`config.mk`:
```
export PLATFORM = sky130hd
export DESIGN_NAME = t9_keypad_pattern_matcher
export DESIGN_NICKNAME = d
export VERILOG_FILES = /design/src/sv/t9kpm_pkg.sv /design/src/sv/t9_keypad_pattern_matcher.sv /design/src/sv/t9kpm_cell.sv /design/src/sv/t9kpm_result_buf.sv
export SDC_FILE = /design/constraint.sdc
export NUM_CORES = 1
export LEC_CHECK = 0
export ABC_AREA = 0
export BUFFER_PORTS_ARGS = -buffer_cell sky130_fd_sc_hd__buf_2
export CORE_ASPECT_RATIO = 0.6
export CORE_MARGIN = 5
export CORE_UTILIZATION = 45
export DETAILED_ROUTE_END_ITERATION = 12
export PLACE_DENSITY_LB_ADDON = 0.3
export SKIP_LAST_GASP = 1
export SLEW_MARGIN = 20
export SYNTH_ARGS = -nofsm -noshare
export SYNTH_HDL_FRONTEND = slang
export SYNTH_SLANG_ARGS = --single-unit
```
`constraint.sdc`:
```
create_clock -name clk -period 16.7 [get_ports clk]
set_input_delay 0.835 -clock clk [delete_from_list [all_inputs] [get_ports clk]]
set_output_delay 0.835 -clock clk [all_outputs]
set_load 0.01 [all_outputs]
```
`src/sv/t9kpm_pkg.sv`:
```
// ----------------------------------------------------------------------------
// Keypad pattern matcher package
// Sizes, register indexes, cell control types and the keypad digit compare.
// ----------------------------------------------------------------------------
`default_nettype none

package t9kpm_pkg;

  localparam int PATTERN_MAX = 16;
  localparam int IDX_W       = $clog2(PATTERN_MAX);
  localparam int LEN_W       = $clog2(PATTERN_MAX + 1);
  localparam int DIGIT_W     = 4;
  localparam int PAT_W       = 64;
  localparam int CFG_IDX_W   = 2;

  localparam logic [CFG_IDX_W-1:0] REG_PATTERN_DIGITS = 2'd0;
  localparam logic [CFG_IDX_W-1:0] REG_PATTERN_LENGTH = 2'd1;
  localparam logic [CFG_IDX_W-1:0] REG_SEARCH_MODE    = 2'd2;
  localparam logic [CFG_IDX_W-1:0] REG_FILTER_ENABLED = 2'd3;

  localparam logic MODE_RUN   = 1'b0;
  localparam logic MODE_ORDER = 1'b1;

  localparam logic [7:0]         CHAR_ZERO = 8'h30;
  localparam logic [7:0]         CHAR_PLUS = 8'h2b;
  localparam logic [DIGIT_W-1:0] DIGIT_MAX = 4'd9;

  // first letter and letter count of each key, digits 0 to 9
  localparam logic [7:0] KEY_FIRST [10] = '{8'h00, 8'h00, 8'h61, 8'h64, 8'h67,
                                            8'h6a, 8'h6d, 8'h70, 8'h74, 8'h77};
  localparam logic [7:0] KEY_COUNT [10] = '{8'd0, 8'd0, 8'd3, 8'd3, 8'd3,
                                            8'd3, 8'd3, 8'd4, 8'd3, 8'd4};

  typedef struct packed {
    logic update;   // run mode word taken with a non-empty pattern
    logic clear;    // final word of the string taken
    logic enable;   // this cell lies inside the pattern length
  } cell_ctrl_t;

  typedef struct packed {
    logic hit;          // word matches this cell's digit
    logic active_next;  // run bit this cell takes on update
    logic active;       // registered run bit handed to the next cell
  } cell_stat_t;

  function automatic logic digit_hit(logic [7:0] c, logic [DIGIT_W-1:0] d);
    logic hit;
    hit = 1'b0;
    if (d <= DIGIT_MAX) begin
      if (c == CHAR_ZERO + {4'h0, d}) hit = 1'b1;
      if (d == '0 && c == CHAR_PLUS) hit = 1'b1;
      if (KEY_COUNT[d] != 8'd0 && c >= KEY_FIRST[d] &&
          c < KEY_FIRST[d] + KEY_COUNT[d]) hit = 1'b1;
    end
    return hit;
  endfunction

endpackage

`default_nettype wire

```
`src/sv/t9_keypad_pattern_matcher.sv`:
```
// ----------------------------------------------------------------------------
// Keypad digit pattern matcher
// Output: found is registered in the result buffer once the final word of a string is taken.
// Throughput: one word per cycle while item_stall is low; run mode updates sixteen
//   match cells in parallel from their neighbors' run bits, order mode steps progress.
// Reset: rst clears configuration, cell run bits, progress and the output buffer.
// ----------------------------------------------------------------------------
`default_nettype none

module t9_keypad_pattern_matcher (
  input  wire logic                             clk,
  input  wire logic                             rst,
  input  wire logic                             item_valid,
  output logic                                  item_stall,
  input  wire logic [7:0]                       character,
  input  wire logic                             end_of_string,
  output logic                                  result_valid,
  input  wire logic                             result_stall,
  output logic                                  found,
  input  wire logic                             cfg_valid,
  output logic                                  cfg_ready,
  input  wire logic [t9kpm_pkg::CFG_IDX_W-1:0]  cfg_index,
  input  wire logic [t9kpm_pkg::PAT_W-1:0]      cfg_data
);
  import t9kpm_pkg::*;

  logic [PAT_W-1:0] pattern_digits;
  logic [LEN_W-1:0] pattern_length;
  logic             search_mode;
  logic             filter_enabled;

  logic [LEN_W-1:0] order_progress;
  logic [LEN_W-1:0] order_progress_next;
  logic             seen_match;
  logic             seen_match_next;

  logic [LEN_W-1:0] len;
  logic             len_zero;
  logic [IDX_W-1:0] last_idx;
  logic             accept;
  logic             buf_full;
  logic             found_next;

  cell_ctrl_t             cell_ctrl [PATTERN_MAX];
  cell_stat_t             cell_stat [PATTERN_MAX];
  logic [PATTERN_MAX-1:0] hit_vec;
  logic [PATTERN_MAX-1:0] run_next_vec;
  logic [PATTERN_MAX:0]   chain;

  assign cfg_ready  = 1'b1;
  assign item_stall = buf_full;
  assign accept     = item_valid & ~item_stall;

  always_ff @(posedge clk) begin
    if (rst) begin
      pattern_digits <= '0;
      pattern_length <= '0;
      search_mode    <= MODE_RUN;
      filter_enabled <= 1'b0;
    end else if (cfg_valid && cfg_ready) begin
      case (cfg_index)
        REG_PATTERN_DIGITS: pattern_digits <= cfg_data;
        REG_PATTERN_LENGTH: pattern_length <= cfg_data[LEN_W-1:0];
        REG_SEARCH_MODE:    search_mode    <= cfg_data[0];
        REG_FILTER_ENABLED: filter_enabled <= cfg_data[0];
        default: ;
      endcase
    end
  end

  // clamp the length to the number of cells
  always_comb begin
    len      = (pattern_length > LEN_W'(PATTERN_MAX)) ? LEN_W'(PATTERN_MAX)
                                                      : pattern_length;
    len_zero = (len == '0);
    last_idx = IDX_W'(len - LEN_W'(1));
  end

  assign chain[0] = 1'b1;

  for (genvar k = 0; k < PATTERN_MAX; k++) begin : g_cell
    assign cell_ctrl[k] = '{
      update: accept & ~len_zero & (search_mode == MODE_RUN),
      clear:  accept & end_of_string,
      enable: (LEN_W'(k) < len)
    };

    t9kpm_cell u_cell (
      .clk         (clk),
      .rst         (rst),
      .ctrl        (cell_ctrl[k]),
      .character   (character),
      .digit       (pattern_digits[k*DIGIT_W +: DIGIT_W]),
      .prev_active (chain[k]),
      .stat        (cell_stat[k])
    );

    assign chain[k+1]      = cell_stat[k].active;
    assign hit_vec[k]      = cell_stat[k].hit;
    assign run_next_vec[k] = cell_stat[k].active_next;
  end

  always_comb begin
    order_progress_next = order_progress;
    seen_match_next     = seen_match;
    if (!len_zero) begin
      if (search_mode == MODE_RUN) begin
        if (run_next_vec[last_idx]) seen_match_next = 1'b1;
      end else begin
        // progress below len keeps the index inside the cell row
        if (order_progress < len && hit_vec[order_progress[IDX_W-1:0]]) begin
          order_progress_next = order_progress + LEN_W'(1);
        end
        if (order_progress_next >= len) seen_match_next = 1'b1;
      end
    end
    found_next = ~filter_enabled | len_zero | seen_match_next;
  end

  always_ff @(posedge clk) begin
    if (rst) begin
      order_progress <= '0;
      seen_match     <= 1'b0;
    end else if (accept) begin
      if (end_of_string) begin
        order_progress <= '0;
        seen_match     <= 1'b0;
      end else begin
        order_progress <= order_progress_next;
        seen_match     <= seen_match_next;
      end
    end
  end

  t9kpm_result_buf u_result_buf (
    .clk          (clk),
    .rst          (rst),
    .push         (accept & end_of_string),
    .push_found   (found_next),
    .full         (buf_full),
    .result_valid (result_valid),
    .result_stall (result_stall),
    .found        (found)
  );

endmodule

`default_nettype wire

```
`src/sv/t9kpm_cell.sv`:
```
// ----------------------------------------------------------------------------
// Keypad pattern matcher cell
// Holds one run bit and matches one pattern digit against the current word.
// ----------------------------------------------------------------------------
`default_nettype none

module t9kpm_cell (
  input  wire logic                           clk,
  input  wire logic                           rst,
  input  wire t9kpm_pkg::cell_ctrl_t          ctrl,
  input  wire logic [7:0]                     character,
  input  wire logic [t9kpm_pkg::DIGIT_W-1:0]  digit,
  input  wire logic                           prev_active,
  output t9kpm_pkg::cell_stat_t               stat
);
  import t9kpm_pkg::*;

  logic active;
  logic active_next;
  logic hit;

  always_comb begin
    hit         = digit_hit(character, digit);
    active_next = ctrl.enable & prev_active & hit;
  end

  always_ff @(posedge clk) begin
    if (rst) begin
      active <= 1'b0;
    end else if (ctrl.clear) begin
      active <= 1'b0;
    end else if (ctrl.update) begin
      active <= active_next;
    end
  end

  assign stat = '{hit: hit, active_next: active_next, active: active};

endmodule

`default_nettype wire

```
`src/sv/t9kpm_result_buf.sv`:
```
// ----------------------------------------------------------------------------
// Keypad pattern matcher result buffer
// Output register plus skid stage for the found word.
// ----------------------------------------------------------------------------
`default_nettype none

module t9kpm_result_buf (
  input  wire logic clk,
  input  wire logic rst,
  input  wire logic push,
  input  wire logic push_found,
  output logic      full,
  output logic      result_valid,
  input  wire logic result_stall,
  output logic      found
);
  import t9kpm_pkg::*;

  logic out_valid;
  logic out_found;
  logic skid_valid;
  logic skid_found;
  logic pop;

  assign pop = out_valid & ~result_stall;

  always_ff @(posedge clk) begin
    if (rst) begin
      out_valid  <= 1'b0;
      skid_valid <= 1'b0;
    end else if (pop) begin
      if (skid_valid) begin
        out_valid  <= 1'b1;
        skid_valid <= push;
      end else begin
        out_valid  <= push;
      end
    end else if (push) begin
      if (!out_valid) begin
        out_valid  <= 1'b1;
      end else begin
        skid_valid <= 1'b1;
      end
    end
  end

  // payload follows the same steering as the valid bits
  always_ff @(posedge clk) begin
    if (pop) begin
      if (skid_valid) begin
        out_found  <= skid_found;
        skid_found <= push_found;
      end else begin
        out_found  <= push_found;
      end
    end else if (push) begin
      if (!out_valid) begin
        out_found  <= push_found;
      end else begin
        skid_found <= push_found;
      end
    end
  end

  assign full         = skid_valid;
  assign result_valid = out_valid;
  assign found        = out_found;

endmodule

`default_nettype wire

```
==> reports/results.tsv, run 1 <==
metric	value	unit
Die Wd	252	µm
drt initial violations	1132	
Worst Path Required	16.84	ns
Pwr Density	45.3	mW/mm²
VDD IR-drop max	0.0536	mV
vias in the first global route	14100	
Setup WS post-layout	9.94	ns
Congestion Overflow GR	0	
CP Max Fanout	15	
Rel. slew slack	34.3	%
Synth Flop Type	dfxtp_1	
hold buffer count at cts	0	
Area after DPL	0.0165	mm²
Num CTS Buffers	9	
Final period util	40.5	%
Mapped Cells	2130	
post-cts resize count	0	
Setup Fix Bufs, Post-CTS	0	
CTS Sinks	96	
Crit. End Element	flip-flop	
area delta synth->final	6.39	%
async set-reset flop share out of synthesis	0	%
layout cell share with drive strength beyond 1	5.78	%
outcome	finished, final reports clean	
dpl hpwl	32.4	mm
Place WS	10.07	ns
H-tree levels	3	
initial core utilization	45.3	%
register area	0.00194	mm²
clk_lat worst skew	0.39	ns
vias per cell	5.79	
Tmin final	6.76	ns
total number of vias	15100	
number of max-cap violations	0	
core area	0.0348	mm²
CP max-delay cell	dfxtp_1	
clk root buf	clkbuf_16	
I/O Pins	84	
initial antenna violation count	0	
WL/cell	17.1	µm
Post-synth EDFFs	2	
Final Setup Violations	0	
Synth Warn #	0	
TritonRoute pass-1 iters	5	
post-synthesis sequential area ratio	12.3	%
fin. max-slew vios	0	
final wirelength	44.6	mm
area of the die	0.0390	mm²
Min-Delay Path Class	flip-flop to flip-flop	
CP max stage delay	0.68	ns
row count	53	
synthesized area per cell	7.40	µm²
port bufs	82	
mapped cell area	0.0158	mm²
Post-Syn Nets	2596	
TritonCTS clock tree	yes	
post-synth top area cell	ha_1	
class of the most critical setup path	flip-flop to flip-flop	
final instance area	0.0168	mm²
Slew @ Worst Pin	0.983	ns
ANT nets after route	0	
Antenna Cells	0	
crit path launch type	flip-flop	
fmax	0.148	GHz
RSZ-0062 raised after global routing	false	
GP Congestion	0.931	
clock buffer depth	2	
All-Layer GR Usage	22.2	%
Synth top area share	29.4	%
first-pass GRT wire length	72.4	mm
Yosys reg bits	96	
final net count	2606	
count of different cell masters after synthesis	72	
Die Span Y	155	µm
Final Hold Fails	0	
Fin Setup TNS	0	ns
multi-input logic area	0.0129	mm²
DRC	0	
Worst EP arrival	6.91	ns
largest net degree at the start of global routing	79	
fill cell count	3398	
Post-synth top cells	ha_1 (370), nand2_1 (326), nor2_1 (158)	
clk slew on worst S/H paths	0.08	ns
ranking of synthesized cells by area	ha_1 (29%), dfxtp_1 (12%), nand2_1 (7.8%), a21oi_1 (4.8%), xnor2_1 (4.3%)	
most common cell in the netlist	ha_1	
P_leak	7.13	nW
Clock Skews	0.0190	ns
==> worst paths after layout <==
check | start | end | slack [ns] | depth (start not counted)
setup / recovery | pattern_digits[14] | u_result_buf.found | 9.94 | 28
hold / removal | g_cell[1].u_cell.active | g_cell[1].u_cell.active | 0.46 | 2
hold reg to reg | g_cell[1].u_cell.active | g_cell[1].u_cell.active | 0.46 | 2
setup reg to reg | pattern_digits[14] | u_result_buf.found | 9.94 | 28
==> layout make-up <==
class	count	area share, %
Multi-Input combinational cell	1788	76.7
Sequential cell	96	11.6
Tap cell	467	3.48
Inverter	151	3.38
Timing Repair Buffer	94	2.98
Clock buffer	9	1.34
Clock inverter	7	0.507
==> flip-flops by register name, indices dropped and copies added (netlist names) <==
signal	count
filter_enabled	1
g_cell.u_cell.active	15
order_progress	5
pattern_digits	64
pattern_length	5
search_mode	1
seen_match	1
u_result_buf.found	1
u_result_buf.full	1
u_result_buf.result_valid	1
u_result_buf.skid_found	1
==> where the power goes <==
group | leakage (nW) | internal [mW] | switching, mW
clock | 0.154 | 0.120 | 0.116
sequential | 0.780 | 0.235 | 0.0179
combinational | 6.20 | 0.111 | 0.160
==> layer usage <==
metal,vias up,wire (µm),global-route usage (%)
li1,7574,-,-
met1,7049,22500,32.6
met2,438,18900,34.4
met3,58,2450,3.22
met4,0,773,5.12
met5,-,0,0
==> through the flow <==
step                      power, mW  util [%]  hold WS [ns]  instances
after floorplan               0.444         -         0.433       2130
after global routing          0.818      48.2         0.482       2612
final                         0.760      48.2         0.459       2612
after detailed placement      0.526      47.3         0.449       2596
after CTS                     0.767      48.2         0.462       2612
after global placement        0.512      47.3         0.444       2596
==> cells in the final DEF (no fill, tap or decap), types with 15 or more instances in the layout <==
master    netlist  routed
xnor2_1        77      77
o31ai_1        26      26
a21oi_1       151     151
o21a_1         29      29
buf_2          10      82
o22ai_1        18      18
and3_1         15      15
nand2_1       326     326
inv_1         150     150
dfxtp_1        94      94
nor3_1         24      24
xor2_1         26      26
o21ai_0       122     122
nand2b_1       41      41
fa_1           16      16
o211ai_1       19      19
nand3_1        41      41
nand4_1        38      38
nor2_1        158     158
mux2i_1        15      15
or3_1          22      22
a31oi_1        33      33
nor2b_1        21      21
ha_1          370     370
a21o_1         36      36
a211oi_1       35      35
==> logic make-up (layout without fill, tap and decap cells) <==
group                    Yosys count  after routing  synth area share [%]
other                              1              1                0.0238
flip-flops                        96             96                  12.3
AND/OR/NAND/NOR                  730            730                  21.0
buffers and inverters            246            261                  6.13
adder cells (fa/ha/maj)          386            386                  31.4
XOR/XNOR                         103            103                  5.72
multiplexers                      18             18                  1.17
AO/OA/AOI/OAI                    550            550                  22.2
==> worst max-delay path: cells and delay by family, from the launching register on <==
family,cells,cell delay [ns]
buf+inv,3,0.39
simple gates,4,0.66
xor+xnor,1,0.17
fa+ha+maj,4,1.24
mux,1,0.27
flops,1,0.68
compound gates,15,3.08
(Power assumes the default switching activity.)
==> run 2: changes to the inputs <==
clock period = 5.6 ns   (was 16.7 ns; I/O delays follow)
==> reports/results.tsv, run 2 (synthesis gave the netlist of run 1 again) <==
metric	value	unit	change
commonest non-fill, non-tap cell in the layout	ha_1		
violated checks	setup timing		
outcome	finished, violations left		
Setup WS post-layout	-0.300	ns	-10.24 ns
fill cell count	3235		-4.8%
CP max stage delay	0.39	ns	-0.29 ns
Worst Path Required	5.73	ns	-11.11 ns
Crit. End Element	flip-flop		
Int Pwr	1.46	mW	+210%
class of the most critical setup path	flip-flop to flip-flop		
Final Setup Violations	3		+3
Fin Setup TNS	-0.598	ns	-0.598 ns
P_leak	8.74	nW	+23%
Num CTS Buffers	9		unchanged
delay-heaviest family, CP	compound AO/OA/AOI/OAI gates		
VDD IR-drop max	0.156	mV	+190%
area of the die	0.0390	mm²	unchanged
vias per cell	5.65		-2.5%
Pwr Density	121	mW/mm²	+170%
initial core utilization	45.3	%	unchanged
dpl hpwl	37.6	mm	+16%
WL/cell	16.8	µm	-1.4%
max FFs per register	64		unchanged
Worst EP arrival	6.03	ns	-0.88 ns
layout cell share with drive strength beyond 1	22.0	%	+16 points
clk slew on worst S/H paths	0.08	ns	about the same
H-tree levels	3		unchanged
Tmin final	5.90	ns	-0.862 ns
clock buffer depth	2		unchanged
hold buffer count at cts	0		unchanged
clk root buf	clkbuf_16		
Design Power	2.37	mW	+210%
initial antenna violation count	0		unchanged
CP Max Fanout	4		-11
vias in the first global route	16100		+14%
Die Span Y	155	µm	unchanged
port bufs	82		unchanged
Rel. slew slack	32.2	%	-2.2 points
RSZ-0062 raised after global routing	true		
CP max-delay cell	o311a_4		
Die Wd	252	µm	unchanged
first-pass GRT wire length	79.9	mm	+10%
Final Hold Fails	0		unchanged
Logic pwr share	42.9	%	+7.2 points
ANT nets after route	0		unchanged
DRC	0		unchanged
core area	0.0348	mm²	unchanged
Psw	905	µW	+210%
Slew @ Worst Pin	1.02	ns	+0.0351 ns
Worst Path Buf+Inv	4		+1
I/O Pins	84		unchanged
number of max-cap violations	0		unchanged
most frequent cells in the layout	ha_1 (353), nand2_1 (321), buf_4 (320), nor2_1 (153), a21oi_1 (143)		
largest net degree at the start of global routing	79		unchanged
final wirelength	49.3	mm	+11%
final net count	2925		+12%
clk_lat worst skew	0.39	ns	about the same
power share of the clock group	26.3	%	-4.7 points
Congestion Overflow GR	0		unchanged
TritonCTS clock tree	yes		
Final period util	105	%	+65 points
Clock Skews	0.0183	ns	-0.000693 ns
drt initial violations	1220		+7.8%
total number of vias	16500		+9.5%
TritonRoute pass-1 iters	5		unchanged
row count	53		unchanged
Seq pwr share	30.7	%	-2.6 points
largest reg by FF count	pattern_digits		
sw frac	38.2	%	-0.50 points
fmax	0.169	GHz	+15%
Min-Delay Path Class	input port to flip-flop		
Largest regs	pattern_digits x64, g_cell.u_cell.active x15		
fin. max-slew vios	0		unchanged
area delta synth->final	24.7	%	
crit path launch type	flip-flop		
CTS Sinks	96		unchanged
Antenna Cells	0		unchanged
GP Congestion	0.949		+2.0%
All-Layer GR Usage	24.5	%	+2.3 points
-- run 2: changes by cell type in the layout (fill, tap and decap cells not counted), sizes merged --
cell	previous run	this run
buf	94	413
bufinv	1	0
clkbuf	9	12
inv	155	153
-- run 2: layer usage --
metal  vias up  part of all wire (%)  wire length, µm  track usage, %
li1       8225                     -                -               -
met4         0                   1.6              777            5.76
met1      7758                    49            24200            35.4
met5         -                     0                0               0
met3        61                   6.3             3130            4.04
met2       505                    43            21300            38.3
-- run 2: area by class of cell --
class | count | area [µm²] | share of cell area, %
tap | 467 | 584 | 2.97
inverter | 151 | 569 | 2.90
clock inverter | 4 | 27.5 | 0.140
sequential | 96 | 1970 | 10.0
multi-input combinational | 1788 | 13300 | 67.5
clock buffer | 12 | 236 | 1.20
timing repair buffer | 413 | 2990 | 15.2
-- run 2: power groups by stage --
stage / logic (mW) / clock network [mW] / registers, mW
after floorplan: 0.589 / 0 / 0.738
after global placement: 0.913 / 0 / 0.740
after detailed placement: 0.959 / 0 / 0.742
after CTS: 0.978 / 0.644 / 0.726
after global routing: 1.14 / 0.664 / 0.731
final: 1.02 / 0.624 / 0.728
-- run 2: path summary, 6_finish.rpt --
path                                 from                       to  slack, ns  depth (start not counted)
setup / recovery        pattern_digits[4]       u_result_buf.found      -0.30                         28
hold / removal               cfg_data[58]       pattern_digits[58]       0.12                          3
setup reg to reg        pattern_digits[4]       u_result_buf.found      -0.30                         28
hold reg to reg   g_cell[0].u_cell.active  g_cell[0].u_cell.active       0.46                          2
-- run 2: worst register-to-register path: cells and delay by family, from the launching register on --
family                     cells  cell delay, ns
AOI/OAI and AO/OA             12            2.06
adders and majority gates      4            1.15
and+or+nand+nor                5            1.07
buffers and inverters          4            0.48
DFF                            1            0.34
xor gates and xnor gates       2            0.28
muxes                          1            0.27
-- run 2: per-stage QoR --
| step | hold slack (ns) | instance area (µm²) | util, % | setup slack [ns] | instances |
|---|---|---|---|---|---|
| floorplan | 0.406 | 15800 | - | 0.00134 | 2130 |
| global placement | 0.444 | 18800 | 54.0 | -0.278 | 2890 |
| detailed placement | 0.453 | 18800 | 54.0 | -0.319 | 2890 |
| CTS | 0.106 | 19200 | 55.2 | -0.237 | 2912 |
| global route | 0.117 | 19700 | 56.5 | -0.465 | 2931 |
| finish | 0.121 | 19700 | 56.5 | -0.300 | 2931 |
-- run 2: timing repair --
action                                  CTS  global route
setup buffers                             6            19
pin swaps                                30            50
endpoints found under the setup margin    3             3
gates resized for setup                  39            90
